[src/rlwl_pkg.sv]
`default_nettype none
package rlwl_pkg;

    // configuration port
    localparam int ADDR_W = 3;
    localparam int DATA_W = 32;
    localparam logic REG_TARGET_LEVEL = 1'b0;
    localparam logic REG_SMOOTHING    = 1'b1;
    localparam logic [14:0] TARGET_RESET = 15'd3277;

    // item codes
    localparam logic OP_ANALYSIS = 1'b0;
    localparam logic OP_PROCESS  = 1'b1;
    localparam logic RES_GAIN    = 1'b0;
    localparam logic RES_SAMPLE  = 1'b1;

    // gain arithmetic
    localparam logic [15:0] UNITY_GAIN    = 16'd8192;
    localparam logic [15:0] GAIN_CAP      = 16'd32768;
    localparam logic [29:0] RMS_THRESHOLD = 30'd105;
    localparam logic signed [17:0] COEF_NEW = 18'sd19661;
    localparam logic signed [17:0] COEF_OLD = 18'sd13107;
    localparam int SUM_W   = 50;
    localparam int COUNT_W = 21;

    // divide / root unit
    localparam int NUM_W  = 60;
    localparam int DEN_W  = 30;
    localparam int REM_W  = 34;
    localparam int STEP_W = 6;
    localparam logic [STEP_W-1:0] MEAN_STEPS = 6'd60;
    localparam logic [STEP_W-1:0] ROOT_STEPS = 6'd30;
    localparam logic [STEP_W-1:0] GAIN_STEPS = 6'd33;

    typedef enum logic {
        DSU_DIV,
        DSU_SQRT
    } t_dsu_mode;

    typedef struct packed {
        logic              start;
        t_dsu_mode         mode;
        logic [STEP_W-1:0] steps;
    } t_dsu_req;

    typedef struct packed {
        logic busy;
        logic done;
    } t_dsu_rsp;

    typedef struct packed {
        logic [14:0] target_level;
        logic        smoothing_enable;
    } t_cfg;

    typedef struct packed {
        logic               operation;
        logic signed [15:0] sample_in;
        logic               channel;
        logic               first_of_channel;
        logic               last_of_clip;
    } t_in_item;

    typedef struct packed {
        logic               result_kind;
        logic signed [15:0] sample_out;
        logic               channel_out;
        logic [15:0]        gain_out;
    } t_out_item;

    typedef enum logic [3:0] {
        S_IDLE,
        S_MUL,
        S_ACC,
        S_MEAN,
        S_MEAN_W,
        S_ROOT,
        S_ROOT_W,
        S_GAIN,
        S_GAIN_W,
        S_SCALE,
        S_LP1,
        S_LP2,
        S_LP3,
        S_EMIT
    } t_state;

    function automatic logic signed [15:0] sat16(input logic signed [18:0] v);
        logic signed [15:0] r;
        if (v > 19'sd32767) begin
            r = 16'sh7FFF;
        end else if (v < -19'sd32768) begin
            r = -16'sh8000;
        end else begin
            r = v[15:0];
        end
        return r;
    endfunction

endpackage
`default_nettype wire

[src/rms_leveling_with_lowpass.sv]
`default_nettype none
// RMS leveling with optional one-pole lowpass.
// Input channel (i_in_valid / o_in_ready / i_in_item): one audio sample per item.
// The clip goes through twice: analysis items (operation 0) accumulate squares,
// and the item marked last_of_clip triggers the gain calculation and a gain
// report item. Processing items (operation 1) are scaled by the gain, optionally
// smoothed per channel, and return one processed-sample item each.
// Output channel (o_out_valid / i_out_ready / o_out_item) is a single output
// register; the next input item is taken while a result still waits there.
// Flow: one item at a time, o_in_ready low while it is worked on.
//   analysis sample, not last: multiply, accumulate
//   processing sample: multiply, scale, the lowpass steps when enabled, emit
//   last analysis sample: also mean, root and gain division on the shared divide/root unit
//   (60 steps for the mean, 30 for the root, 33 for the gain division);
//   the gain division is skipped when the RMS is under the floor
// A receiver stall holds a finished result in the output register; the block
// then waits in its emit step before taking the item after next.
// Reset (i_rst_n low, synchronous) clears accumulators, sets unity gain,
// zeroes the lowpass history and restores register defaults. pready is tied high.
module rms_leveling_with_lowpass #(
    parameter int CHANNELS         = 2,
    parameter int MAX_CLIP_SAMPLES = 1048576
) (
    input  wire                              i_clk,
    input  wire                              i_rst_n,
    // input items
    input  wire                              i_in_valid,
    output logic                             o_in_ready,
    input  rlwl_pkg::t_in_item               i_in_item,
    // result items
    output logic                             o_out_valid,
    input  wire                              i_out_ready,
    output rlwl_pkg::t_out_item              o_out_item,
    // configuration
    input  wire                              psel,
    input  wire                              penable,
    input  wire                              pwrite,
    input  wire  [rlwl_pkg::ADDR_W-1:0]      paddr,
    input  wire  [rlwl_pkg::DATA_W-1:0]      pwdata,
    output logic [rlwl_pkg::DATA_W-1:0]      prdata,
    output logic                             pready
);

    localparam int CH_W = (CHANNELS > 1) ? $clog2(CHANNELS) : 1;
    // accumulation stops at the smaller of the clip limit and the counter limit
    localparam logic [rlwl_pkg::COUNT_W-1:0] COUNT_LIMIT =
        (MAX_CLIP_SAMPLES < 2097151) ? rlwl_pkg::COUNT_W'(MAX_CLIP_SAMPLES) : 21'h1FFFFF;

    rlwl_pkg::t_cfg       w_cfg;
    rlwl_pkg::t_state     r_state, n_state;
    rlwl_pkg::t_in_item   r_item;
    rlwl_pkg::t_dsu_req   w_req;
    rlwl_pkg::t_dsu_rsp   w_rsp;
    logic [rlwl_pkg::NUM_W-1:0] w_num;
    logic [rlwl_pkg::DEN_W-1:0] w_den;
    logic [rlwl_pkg::NUM_W-1:0] w_quot;

    logic [rlwl_pkg::SUM_W-1:0]   r_sum;
    logic [rlwl_pkg::COUNT_W-1:0] r_count;
    logic [15:0]                  r_gain;
    logic signed [15:0]           r_prev [CHANNELS];
    logic [rlwl_pkg::NUM_W-1:0]   r_mean;
    logic [rlwl_pkg::DEN_W-1:0]   r_rms;

    logic signed [35:0] r_prod;
    logic signed [35:0] r_acc;
    logic signed [17:0] r_x;
    logic signed [18:0] r_y;

    logic                r_out_valid;
    rlwl_pkg::t_out_item r_out_item;
    rlwl_pkg::t_out_item w_out_item;

    logic               w_accept;
    logic               w_load;
    logic [CH_W-1:0]    w_idx;
    logic signed [17:0] w_mul_a, w_mul_b;
    logic signed [35:0] w_mul_p;
    logic signed [35:0] w_scaled;
    logic signed [35:0] w_lp;
    logic [rlwl_pkg::SUM_W:0] w_sum;
    logic signed [15:0] w_sat;

    rlwl_cfg u_cfg (
        .i_clk   (i_clk),
        .i_rst_n (i_rst_n),
        .psel    (psel),
        .penable (penable),
        .pwrite  (pwrite),
        .paddr   (paddr),
        .pwdata  (pwdata),
        .prdata  (prdata),
        .o_cfg   (w_cfg)
    );

    rlwl_dsu u_dsu (
        .i_clk   (i_clk),
        .i_rst_n (i_rst_n),
        .i_req   (w_req),
        .i_num   (w_num),
        .i_den   (w_den),
        .o_rsp   (w_rsp),
        .o_quot  (w_quot)
    );

    assign pready     = 1'b1;
    assign o_in_ready = (r_state == rlwl_pkg::S_IDLE);
    assign w_accept   = i_in_valid & o_in_ready;
    // channel wraps onto the history store
    assign w_idx      = (CHANNELS == 1) ? '0 : CH_W'(r_item.channel);

    // shared 18x18 multiplier
    always_comb begin
        w_mul_a = {{2{r_item.sample_in[15]}}, r_item.sample_in};
        w_mul_b = {{2{r_item.sample_in[15]}}, r_item.sample_in};
        if (r_state == rlwl_pkg::S_MUL && r_item.operation == rlwl_pkg::OP_PROCESS) begin
            w_mul_b = {2'b00, r_gain};
        end else if (r_state == rlwl_pkg::S_LP1) begin
            w_mul_a = r_x;
            w_mul_b = rlwl_pkg::COEF_NEW;
        end else if (r_state == rlwl_pkg::S_LP2) begin
            w_mul_a = {{2{r_prev[w_idx][15]}}, r_prev[w_idx]};
            w_mul_b = rlwl_pkg::COEF_OLD;
        end
    end
    assign w_mul_p  = w_mul_a * w_mul_b;

    // round half up, floor shift
    assign w_scaled = (r_prod + 36'sd4096) >>> 13;
    assign w_lp     = (r_acc + r_prod + 36'sd16384) >>> 15;
    assign w_sum    = {1'b0, r_sum} + {20'b0, r_prod[30:0]};
    assign w_sat    = rlwl_pkg::sat16(r_y);

    // sequencer
    always_comb begin
        n_state   = r_state;
        w_req     = '{start: 1'b0, mode: rlwl_pkg::DSU_DIV, steps: rlwl_pkg::MEAN_STEPS};
        w_num     = {r_sum, 10'b0};
        w_den     = {9'b0, r_count};
        w_load    = 1'b0;
        unique case (r_state)
            rlwl_pkg::S_IDLE: begin
                if (w_accept) n_state = rlwl_pkg::S_MUL;
            end
            rlwl_pkg::S_MUL: begin
                n_state = (r_item.operation == rlwl_pkg::OP_PROCESS) ?
                          rlwl_pkg::S_SCALE : rlwl_pkg::S_ACC;
            end
            rlwl_pkg::S_ACC: begin
                n_state = r_item.last_of_clip ? rlwl_pkg::S_MEAN : rlwl_pkg::S_IDLE;
            end
            rlwl_pkg::S_MEAN: begin
                if (r_count == '0) begin
                    n_state = rlwl_pkg::S_ROOT;
                end else begin
                    w_req.start = 1'b1;
                    n_state     = rlwl_pkg::S_MEAN_W;
                end
            end
            rlwl_pkg::S_MEAN_W: begin
                if (w_rsp.done) n_state = rlwl_pkg::S_ROOT;
            end
            rlwl_pkg::S_ROOT: begin
                w_req   = '{start: 1'b1, mode: rlwl_pkg::DSU_SQRT, steps: rlwl_pkg::ROOT_STEPS};
                w_num   = r_mean;
                n_state = rlwl_pkg::S_ROOT_W;
            end
            rlwl_pkg::S_ROOT_W: begin
                if (w_rsp.done) n_state = rlwl_pkg::S_GAIN;
            end
            rlwl_pkg::S_GAIN: begin
                if (r_rms < rlwl_pkg::RMS_THRESHOLD) begin
                    n_state = rlwl_pkg::S_EMIT;
                end else begin
                    w_req   = '{start: 1'b1, mode: rlwl_pkg::DSU_DIV,
                                steps: rlwl_pkg::GAIN_STEPS};
                    w_num   = {w_cfg.target_level, 45'b0};
                    w_den   = r_rms;
                    n_state = rlwl_pkg::S_GAIN_W;
                end
            end
            rlwl_pkg::S_GAIN_W: begin
                if (w_rsp.done) n_state = rlwl_pkg::S_EMIT;
            end
            rlwl_pkg::S_SCALE: begin
                n_state = (w_cfg.smoothing_enable && !r_item.first_of_channel) ?
                          rlwl_pkg::S_LP1 : rlwl_pkg::S_EMIT;
            end
            rlwl_pkg::S_LP1: n_state = rlwl_pkg::S_LP2;
            rlwl_pkg::S_LP2: n_state = rlwl_pkg::S_LP3;
            rlwl_pkg::S_LP3: n_state = rlwl_pkg::S_EMIT;
            rlwl_pkg::S_EMIT: begin
                if (!r_out_valid || i_out_ready) begin
                    w_load  = 1'b1;
                    n_state = rlwl_pkg::S_IDLE;
                end
            end
            default: n_state = rlwl_pkg::S_IDLE;
        endcase
    end

    always_ff @(posedge i_clk) begin
        if (!i_rst_n) begin
            r_state <= rlwl_pkg::S_IDLE;
        end else begin
            r_state <= n_state;
        end
    end

    // result item
    always_comb begin
        if (r_item.operation == rlwl_pkg::OP_PROCESS) begin
            w_out_item = '{result_kind: rlwl_pkg::RES_SAMPLE, sample_out: w_sat,
                           channel_out: r_item.channel, gain_out: r_gain};
        end else begin
            w_out_item = '{result_kind: rlwl_pkg::RES_GAIN, sample_out: 16'sd0,
                           channel_out: 1'b0, gain_out: r_gain};
        end
    end

    // model state: accumulators, gain, lowpass history
    always_ff @(posedge i_clk) begin
        if (!i_rst_n) begin
            r_sum   <= '0;
            r_count <= '0;
            r_gain  <= rlwl_pkg::UNITY_GAIN;
            for (int i = 0; i < CHANNELS; i++) r_prev[i] <= '0;
        end else begin
            if (r_state == rlwl_pkg::S_ACC && r_count < COUNT_LIMIT) begin
                // saturate at all ones on carry out
                r_sum   <= w_sum[rlwl_pkg::SUM_W] ? '1 : w_sum[rlwl_pkg::SUM_W-1:0];
                r_count <= r_count + 1'b1;
            end
            if (r_state == rlwl_pkg::S_ROOT) begin
                r_sum   <= '0;
                r_count <= '0;
            end
            if (r_state == rlwl_pkg::S_GAIN && r_rms < rlwl_pkg::RMS_THRESHOLD) begin
                r_gain <= rlwl_pkg::UNITY_GAIN;
            end
            if (r_state == rlwl_pkg::S_GAIN_W && w_rsp.done) begin
                r_gain <= (w_quot[32:0] > 33'(rlwl_pkg::GAIN_CAP)) ?
                          rlwl_pkg::GAIN_CAP : w_quot[15:0];
            end
            // history follows the saturated output, smoothing on or off
            if (w_load && r_item.operation == rlwl_pkg::OP_PROCESS) begin
                r_prev[w_idx] <= w_sat;
            end
        end
    end

    // datapath payload
    always_ff @(posedge i_clk) begin
        if (w_accept) r_item <= i_in_item;
        unique case (r_state)
            rlwl_pkg::S_MUL, rlwl_pkg::S_LP1: r_prod <= w_mul_p;
            rlwl_pkg::S_LP2: begin
                r_acc  <= r_prod;
                r_prod <= w_mul_p;
            end
            rlwl_pkg::S_SCALE: begin
                r_x <= w_scaled[17:0];
                r_y <= {w_scaled[17], w_scaled[17:0]};
            end
            rlwl_pkg::S_LP3: r_y <= w_lp[18:0];
            rlwl_pkg::S_MEAN: begin
                if (r_count == '0) r_mean <= '0;
            end
            rlwl_pkg::S_MEAN_W: begin
                if (w_rsp.done) r_mean <= w_quot;
            end
            rlwl_pkg::S_ROOT_W: begin
                if (w_rsp.done) r_rms <= w_quot[rlwl_pkg::DEN_W-1:0];
            end
            default: ;
        endcase
        if (w_load) r_out_item <= w_out_item;
    end

    // output register
    always_ff @(posedge i_clk) begin
        if (!i_rst_n) begin
            r_out_valid <= 1'b0;
        end else if (w_load) begin
            r_out_valid <= 1'b1;
        end else if (i_out_ready) begin
            r_out_valid <= 1'b0;
        end
    end

    assign o_out_valid = r_out_valid;
    assign o_out_item  = r_out_item;

    // one item in flight
    a_one_item: assert property (@(posedge i_clk) disable iff (!i_rst_n)
        w_accept |=> !o_in_ready)
        else $error("input taken while an item is in flight");

    a_dsu_free: assert property (@(posedge i_clk) disable iff (!i_rst_n)
        w_req.start |-> !w_rsp.busy)
        else $error("divide/root unit started while busy");

    a_gain_cap: assert property (@(posedge i_clk) disable iff (!i_rst_n)
        (r_state == rlwl_pkg::S_GAIN_W && w_rsp.done) |=> (r_gain <= rlwl_pkg::GAIN_CAP))
        else $error("gain above cap");

    a_count_lim: assert property (@(posedge i_clk) disable iff (!i_rst_n)
        (r_state == rlwl_pkg::S_ACC) |=> (r_count <= COUNT_LIMIT))
        else $error("sample count past its limit");

endmodule
`default_nettype wire

[src/rlwl_dsu.sv]
`default_nettype none
// Shared restoring divide / digit-by-digit square root, one quotient or root bit per cycle.
module rlwl_dsu (
    input  wire                               i_clk,
    input  wire                               i_rst_n,
    input  rlwl_pkg::t_dsu_req                i_req,
    input  wire  [rlwl_pkg::NUM_W-1:0]        i_num,
    input  wire  [rlwl_pkg::DEN_W-1:0]        i_den,
    output rlwl_pkg::t_dsu_rsp                o_rsp,
    output logic [rlwl_pkg::NUM_W-1:0]        o_quot
);

    logic                          r_busy;
    logic                          r_done;
    rlwl_pkg::t_dsu_mode           r_mode;
    logic [rlwl_pkg::STEP_W-1:0]   r_cnt;
    logic [rlwl_pkg::REM_W-1:0]    r_rem;
    logic [rlwl_pkg::NUM_W-1:0]    r_num;
    logic [rlwl_pkg::DEN_W-1:0]    r_den;
    logic [rlwl_pkg::NUM_W-1:0]    r_q;

    logic [rlwl_pkg::REM_W-1:0]    w_shift;
    logic [rlwl_pkg::REM_W-1:0]    w_sub;
    logic [rlwl_pkg::REM_W:0]      w_diff;
    logic                          w_ge;

    always_comb begin
        unique case (r_mode)
            rlwl_pkg::DSU_DIV: begin
                w_shift = {r_rem[rlwl_pkg::REM_W-2:0], r_num[rlwl_pkg::NUM_W-1]};
                w_sub   = {{(rlwl_pkg::REM_W-rlwl_pkg::DEN_W){1'b0}}, r_den};
            end
            rlwl_pkg::DSU_SQRT: begin
                w_shift = {r_rem[rlwl_pkg::REM_W-3:0], r_num[rlwl_pkg::NUM_W-1 -: 2]};
                w_sub   = {r_q[rlwl_pkg::REM_W-3:0], 2'b01};
            end
        endcase
        w_diff = {1'b0, w_shift} - {1'b0, w_sub};
        w_ge   = ~w_diff[rlwl_pkg::REM_W];
    end

    always_ff @(posedge i_clk) begin
        if (!i_rst_n) begin
            r_busy <= 1'b0;
            r_done <= 1'b0;
            r_cnt  <= '0;
            r_mode <= rlwl_pkg::DSU_DIV;
        end else begin
            r_done <= 1'b0;
            if (i_req.start) begin
                r_busy <= 1'b1;
                r_cnt  <= i_req.steps;
                r_mode <= i_req.mode;
            end else if (r_busy) begin
                r_cnt <= r_cnt - 1'b1;
                if (r_cnt == rlwl_pkg::STEP_W'(1)) begin
                    r_busy <= 1'b0;
                    r_done <= 1'b1;
                end
            end
        end
    end

    always_ff @(posedge i_clk) begin
        if (i_req.start) begin
            r_rem <= '0;
            r_num <= i_num;
            r_den <= i_den;
            r_q   <= '0;
        end else if (r_busy) begin
            r_rem <= w_ge ? w_diff[rlwl_pkg::REM_W-1:0] : w_shift;
            r_q   <= {r_q[rlwl_pkg::NUM_W-2:0], w_ge};
            if (r_mode == rlwl_pkg::DSU_SQRT) begin
                r_num <= {r_num[rlwl_pkg::NUM_W-3:0], 2'b00};
            end else begin
                r_num <= {r_num[rlwl_pkg::NUM_W-2:0], 1'b0};
            end
        end
    end

    assign o_rsp.busy = r_busy;
    assign o_rsp.done = r_done;
    assign o_quot     = r_q;

endmodule
`default_nettype wire

[src/rlwl_cfg.sv]
`default_nettype none
// APB register bank: target level and lowpass enable.
module rlwl_cfg (
    input  wire                              i_clk,
    input  wire                              i_rst_n,
    input  wire                              psel,
    input  wire                              penable,
    input  wire                              pwrite,
    input  wire  [rlwl_pkg::ADDR_W-1:0]      paddr,
    input  wire  [rlwl_pkg::DATA_W-1:0]      pwdata,
    output logic [rlwl_pkg::DATA_W-1:0]      prdata,
    output rlwl_pkg::t_cfg                   o_cfg
);

    logic [14:0] r_target;
    logic        r_smooth;
    logic        w_wr;

    assign w_wr = psel & penable & pwrite;

    always_ff @(posedge i_clk) begin
        if (!i_rst_n) begin
            r_target <= rlwl_pkg::TARGET_RESET;
            r_smooth <= 1'b0;
        end else if (w_wr) begin
            unique case (paddr[2])
                rlwl_pkg::REG_TARGET_LEVEL: r_target <= pwdata[14:0];
                rlwl_pkg::REG_SMOOTHING:    r_smooth <= pwdata[0];
            endcase
        end
    end

    always_comb begin
        unique case (paddr[2])
            rlwl_pkg::REG_TARGET_LEVEL: prdata = {17'b0, r_target};
            rlwl_pkg::REG_SMOOTHING:    prdata = {31'b0, r_smooth};
        endcase
    end

    assign o_cfg.target_level     = r_target;
    assign o_cfg.smoothing_enable = r_smooth;

endmodule
`default_nettype wire

[config.mk]
export PLATFORM = sky130hd
export DESIGN_NAME = rms_leveling_with_lowpass
export DESIGN_NICKNAME = d
export VERILOG_FILES = /design/src/rlwl_pkg.sv /design/src/rms_leveling_with_lowpass.sv /design/src/rlwl_dsu.sv /design/src/rlwl_cfg.sv
export SDC_FILE = /design/constraint.sdc
export NUM_CORES = 2
export LEC_CHECK = 0
export ABC_CLOCK_PERIOD_IN_PS = 9400
export BUFFER_PORTS_ARGS = -buffer_cell sky130_fd_sc_hd__buf_2
export CORE_MARGIN = 1
export CORE_UTILIZATION = 45
export CTS_CLUSTER_SIZE = 12
export DETAILED_ROUTE_END_ITERATION = 8
export PLACE_DENSITY = 0.61
export SLEW_MARGIN = 20
export SYNTH_ARGS = -nofsm -noshare
export SYNTH_HDL_FRONTEND = slang
export SYNTH_SLANG_ARGS = --single-unit
export TNS_END_PERCENT = 1
[constraint.sdc]
create_clock -name i_clk -period 9.4 [get_ports i_clk]
set_clock_uncertainty 0.15 [all_clocks]
set_input_delay 0.94 -clock i_clk [delete_from_list [all_inputs] [get_ports i_clk]]
set_output_delay 0.94 -clock i_clk [all_outputs]
set_load 0.1 [all_outputs]
==> Word-level counts from Yosys, hierarchy flattened <==
Memories as Yosys holds them, arrays and structs flattened. A register that Yosys moved wholly into a read port is not among the register bits.
Index checks and enable logic that the tools add are counted.
{ "totals": {"register_bits": 549, "ramBits": 32, "inputBits": 62, "output_inout_bits": 69, "word_cells": 161, "n_memories": 1} }
{ "mem_list": {"columns": ["memory", "words", "word_bits", "rd", "rd_clocked_by_memory_dff", "write_ports", "line", "rtl"], "rows": [
  ["r_prev", 2, 16, 1, 1, 2, "rms_leveling_with_lowpass.sv:61", "logic signed [15:0] r_prev [CHANNELS];"]
]} }
{ "classes": {"addsub": 7, "multipliers": 1, "n_lt_le_gt_ge": 5, "eq_ne": 20, "n_mux": 61, "bitwise": 9, "n_reduce_logical": 26} }
{ "ops": {"columns": ["operator", "n"], "rows": [
  ["2-to-1 mux 60 bit", 6],
  ["case mux 60 bit (2 select lines)", 2],
  ["case mux 34 bit (2 select lines)", 2],
  ["2-to-1 mux 18 bit", 6],
  ["2-to-1 mux 16 bit", 6],
  ["case mux 32 bit (2 select lines)", 1],
  ["case mux 4 bit (14 select lines)", 1],
  ["adder 50 x 31 -> 51 bit", 1],
  ["2-to-1 mux 50 bit", 1],
  ["2-to-1 mux 21 bit", 2],
  ["case mux 19 bit (2 select lines)", 1],
  ["subtractor 34 x 34 -> 35 bit", 1],
  ["adder 34 x 16 -> 34 bit, second input constant", 1],
  ["adder 34 bit", 1],
  ["multiplier 18 x 18 -> 34 bit", 1],
  ["2-to-1 mux 34 bit", 1],
  ["greater-than comparator 33 x 16 -> 1 bit, second input constant", 1],
  ["2-to-1 mux 33 bit", 1],
  ["adder 31 x 14 -> 31 bit, second input constant", 1],
  ["less-than comparator 30 x 7 -> 1 bit, second input constant", 1],
  ["equality test 4 bit, second input constant", 6],
  ["2-to-1 mux 4 bit", 6],
  ["adder 21 x 1 -> 21 bit, second input constant", 1],
  ["zero test 21 bit", 1],
  ["other kinds (30)", 77]
]} }

==> Longest topological paths before layout <==
{ "depth": {"word_depth": 10, "depth_mapped": 32} }

==> Modules after synthesis <==
Synthesis repeated with hierarchy kept, for this count alone.
{ "unflattened": {"cells_unflattened": 4129, "hier_area_um2": 41138.2} }
{ "modules_own_cells": {"columns": ["module", "n_inst", "cells_each", "area_each_um2"], "rows": [
  ["rms_leveling_with_lowpass", 1, 3007, 29933.7],
  ["rlwl_dsu", 1, 1016, 10258.6],
  ["rlwl_cfg", 1, 106, 945.9]
]} }

==> Worst setup path before layout <==
No wires, ideal clock.
{ "synth_path": {"path_type": "flip-flop to flip-flop", "start": "register with a tool-made name", "end": "register r_prod[32], data pin", "setup_time_ns": 0.258, "arrival_time_ns": 7.374, "required_ns": 8.992, "slack_ns": 1.618, "stages_incl_launch_ff": 30, "synth_period_minus_slack_ns": 7.782, "cell_sequence": "dfxtp_1 -> clkbuf_1 -> clkbuf_1 -> mux2i_1 -> nor2_1 -> mux2i_1 -> o21a_1 -> clkbuf_1 -> nor2_1 -> fa_1 -> inv_1 -> fa_1 -> inv_1 -> fa_1 -> inv_1 -> fa_1 -> inv_1 -> fa_1 -> inv_1 -> fa_1 -> inv_1 -> ha_1 -> or4_1 -> o21ai_0 -> nand3_1 -> a2111oi_2 -> o31ai_1 -> a21o_1 -> a21oi_1 -> xnor2_1"} }
{ "synth_lines": {"columns": ["item", "line", "rtl"], "rows": [
  ["to (signal assigned)", "rms_leveling_with_lowpass.sv:256", "rlwl_pkg::S_MUL, rlwl_pkg::S_LP1: r_prod <= w_mul_p;"],
  ["to (signal assigned)", "rms_leveling_with_lowpass.sv:259", "r_prod <= w_mul_p;"],
  ["to (decl)", "rms_leveling_with_lowpass.sv:65", "logic signed [35:0] r_prod;"]
]} }

==> Worst setup path in the final report <==
{ "layout_path": {"start": "register r_state[1]", "end": "register r_prod[32], data pin"} }
{ "layout_between": {"elab_chain_len": 5, "elab_cells_between_ends": 11, "cone_classes": "mul: 1; eq/ne: 3; mux: 6; reduce/logical: 1"} }
{ "layout_lines": {"columns": ["item", "line", "rtl"], "rows": [
  ["from (decl)", "rms_leveling_with_lowpass.sv:50", "rlwl_pkg::t_state r_state, n_state;"],
  ["from (signal assigned)", "rms_leveling_with_lowpass.sv:204", "r_state <= rlwl_pkg::S_IDLE;"],
  ["from (signal assigned)", "rms_leveling_with_lowpass.sv:206", "r_state <= n_state;"],
  ["equality test 4 bit", "rms_leveling_with_lowpass.sv:121", "end else if (r_state == rlwl_pkg::S_LP2) begin"],
  ["2-to-1 mux 18 bit", "rms_leveling_with_lowpass.sv:121", null],
  ["2-to-1 mux 18 bit", "rms_leveling_with_lowpass.sv:118", "end else if (r_state == rlwl_pkg::S_LP1) begin"],
  ["2-to-1 mux 18 bit", "rms_leveling_with_lowpass.sv:116", "if (r_state == rlwl_pkg::S_MUL && r_item.operation == rlwl_pkg::OP_PROCESS) begin"],
  ["multiplier 18 x 18 -> 34 bit (*)", "rms_leveling_with_lowpass.sv:126", "assign w_mul_p = w_mul_a * w_mul_b;"],
  ["net w_mul_p[32]", "rms_leveling_with_lowpass.sv:78", "logic signed [35:0] w_mul_p;"]
]} }
The timed path passes the listed nets; every way through them passes the cells marked *.
A chain may end at the register's enable or synchronous reset.

==> run_results.csv <==
group,metric,value,unit
clock_network,cts_buffer_depth,3,
detailed_routing,remaining_drc_errors,0,
floorplan,io_pins,131,
timing,finalHoldViolations,0,
detailed_routing,dr.pass1.iters,6,
global_route,track_usage,24.5,%
detailed_routing,routedWlPerCell,20.4,microns
synth,ys_seq_area_share,37.7,%
cells_and_area,diodes,0,
status,status,"finished, final reports clean",
detailed_routing,drt-total-wl,111000,microns
setup_path,crit_required,9.63,ns
clock_network,h-tree-depth,3,
setup_path,worstPathArrival,9.26,ns
setup_path,crit_fanout,29,
synth,syn_area_per_cell,9.82,sq um
clock_network,holdBufCountCts,0,
timing,fin_crit,9.03,ns
synth,synthDistinctLibCells,80,
floorplan,initial_core_util,45.4,%
setup_path,endpoint_kind,"register",
global_route,antenna_found_initial,0,
clock_network,cts-root-buf,"clkbuf_16",
placement,place_hpwl,83000,microns
setup_path,cpLargestDelayFamily,"adder cells",
synth,ys_seq_elements,582,
setup_path,ff2ff_setup_slack,0.37,ns
clock_network,tritoncts,"yes",
synth,ys_warn_count,0,
cells_and_area,final_cell_mix,"nor2_1 (468), inv_1 (452), nand2_1 (417)",
detailed_routing,vias,30000,
setup_path,cpPeakStageDelay,0.58,ns
floorplan,fp-row-count,110,
detailed_routing,dr.first_iter.drc_count,2423,
synth,synth_edf_count,371,
global_route,grt_overflow,0,
detailed_routing,vias_per_cell,5.52,
cells_and_area,final_common_cell,"nor2_1",
clock_network,worstSkewPairLatency,0.64,ns
detailed_routing,final_antenna_net_count,0,
placement,place_area,42600,sq um
clock_network,cts_num_sinks,582,
timing,slew_violations,0,
cells_and_area,nNetsFinal,4816,
setup_path,cp_num_buf_inv,7,
placement,gp_congestion,0.958,
setup_path,critPathKind,"register to register",
timing,fmax,111,MHz
clock_network,cts_buffers,68,
timing,timing.slew.headroom,29.6,%
hold_path,worstHoldPathCells,2,
placement,port_buffers,93,
floorplan,die-area,91800,sq um
timing,fin_tns_setup,0,ns
cells_and_area,final_cell_area,44900,sq um
synth,synth_top_flop_cell,"edfxtp_1",
floorplan,core_area,89900,sq um
global_route,grt_max_degree,85,
global_route,grt_pass1_wl,172000,microns
clock_network,clkTransAtPathRegs,0.06,ns
synth,synth_area,40800,sq um
cells_and_area,drive_above_1_share,8.39,%
hold_path,hold_path_class,"register to register",
global_route,grt_pass1_vias,28900,
synth,synthCells,4154,
timing,fin_crit_sh,96.0,%
synth,ys_async_sr_fraction,0,%
setup_path,start_kind,"register",
setup_path,r2r_cells,28,
timing,max_slew.worst_pin.slew,1.06,ns
run,drv_cap,0,
cells_and_area,syn2layout_area_growth,10.0,%
floorplan,die_x,303,microns
setup_path,cp_slowest_cell,"a2111oi_4",
floorplan,die_h,303,microns
setup_path,crit_cells,28,
timing,setup_viol,0,
timing,rsz0062_at_grt,"no",
==> metrics by stage <==
| stage | worst slack, ns | utilization [%] | hold slack, ns | std cells |
|---|---|---|---|---|
| finish | 0.373 | 49.9 | 0.307 | 5442 |
| global route | 0.0732 | 49.9 | 0.289 | 5442 |
| detailed placement | 0.411 | 47.4 | 0.296 | 5319 |
| floorplan | 1.62 | - | 0.276 | 4171 |
| global placement | 0.431 | 47.4 | 0.298 | 5319 |
| CTS | 0.387 | 49.9 | 0.291 | 5441 |
==> metal layers <==
layer / GRT usage [%] / part of all wire, % / vias up / wire length, microns
met5: 0 / 0 / - / 0
met4: 7.06 / 2.8 / 0 / 3090
met3: 4.40 / 7.5 / 176 / 8380
met2: 36.6 / 43 / 1034 / 48000
met1: 36.1 / 46 / 14700 / 51600
li1: - / - / 14100 / -
==> registers in the layout (all words and copies together), names as in the netlist, 4 cells and up, named ones only <==
register        count
r_mean             60
u_dsu.o_quot       60
u_dsu.r_num        60
r_sum              50
o_out_item         34
r_acc              34
r_prod             34
u_dsu.r_rem        33
r_prev             32
r_rms              30
u_dsu.r_den        30
r_count            21
r_item             19
r_y                19
r_x                18
r_gain             16
u_cfg.r_target     15
u_dsu.r_cnt         6
r_state             4
==> cell usage after synthesis, types with 44 or more instances <==
| master | n | area [sq um] |
|---|---|---|
| dfxtp_1 | 211 | 4220 |
| a21o_1 | 44 | 330 |
| nand2b_1 | 44 | 275 |
| ha_1 | 223 | 2790 |
| o21ai_0 | 205 | 1030 |
| fa_1 | 317 | 6350 |
| mux2i_1 | 192 | 1920 |
| inv_1 | 453 | 1700 |
| a21oi_1 | 217 | 1090 |
| xor2_1 | 66 | 578 |
| nor2b_1 | 51 | 319 |
| nand2_1 | 418 | 1570 |
| nor2_1 | 472 | 1770 |
| edfxtp_1 | 371 | 11100 |
| xnor2_1 | 92 | 806 |
| clkbuf_1 | 161 | 604 |
| and3_1 | 89 | 557 |
| nand3_1 | 62 | 310 |
==> worst register-to-register path: cells and delay by family (launching register included) <==
kind / cells / cell delay [ns]
simple gates: 6 / 1.97
buf+inv: 7 / 0.57
xor+xnor: 1 / 0.09
compound gates: 7 / 2.21
fa+ha+maj: 7 / 3.31
flops: 1 / 0.47
==> repair_timing <==
item	in CTS	in global routing
setup endpoints to repair	0	3
setup buffers	0	0
gates resized for setup	0	3
==> final cells by class <==
cell class / count / area [sq um]
Clock inverter: 28 / 304
Multi-Input combinational cell: 2934 / 23000
Sequential cell: 582 / 15400
Timing Repair Buffer: 173 / 1090
Fill cell: 8415 / 45000
Inverter: 455 / 1710
Tap cell: 1176 / 1470
Clock buffer: 94 / 1880
==> logic make-up (layout without fill, tap and decap cells) <==
family	count (synthesis)	in the layout	share of synthesized area (%)
DFF	582	582	37.7
other	2	19	0.0184
buffers and inverters	655	750	6.25
and+or+nand+nor	1288	1288	14.1
xor gates and xnor gates	158	158	3.39
AOI/OAI and AO/OA	705	705	10.5
adders and majority gates	540	540	22.4
muxes	224	224	5.60
==> final timing paths <==
path | to | from
worst max register to register | r_prod[32]$_DFFE_PP_ | r_state[1]$_SDFFE_PN0P_
worst min-delay path | u_dsu.r_rem[30]$_SDFFE_PP0P_ | u_dsu.r_rem[30]$_SDFFE_PP0P_
worst max-delay path | r_prod[32]$_DFFE_PP_ | r_state[1]$_SDFFE_PN0P_
worst min register to register | u_dsu.r_rem[30]$_SDFFE_PP0P_ | u_dsu.r_rem[30]$_SDFFE_PP0P_
Power is not shown: default switching activity piles up to over one toggle a cycle in this logic, so the estimate is an artifact.
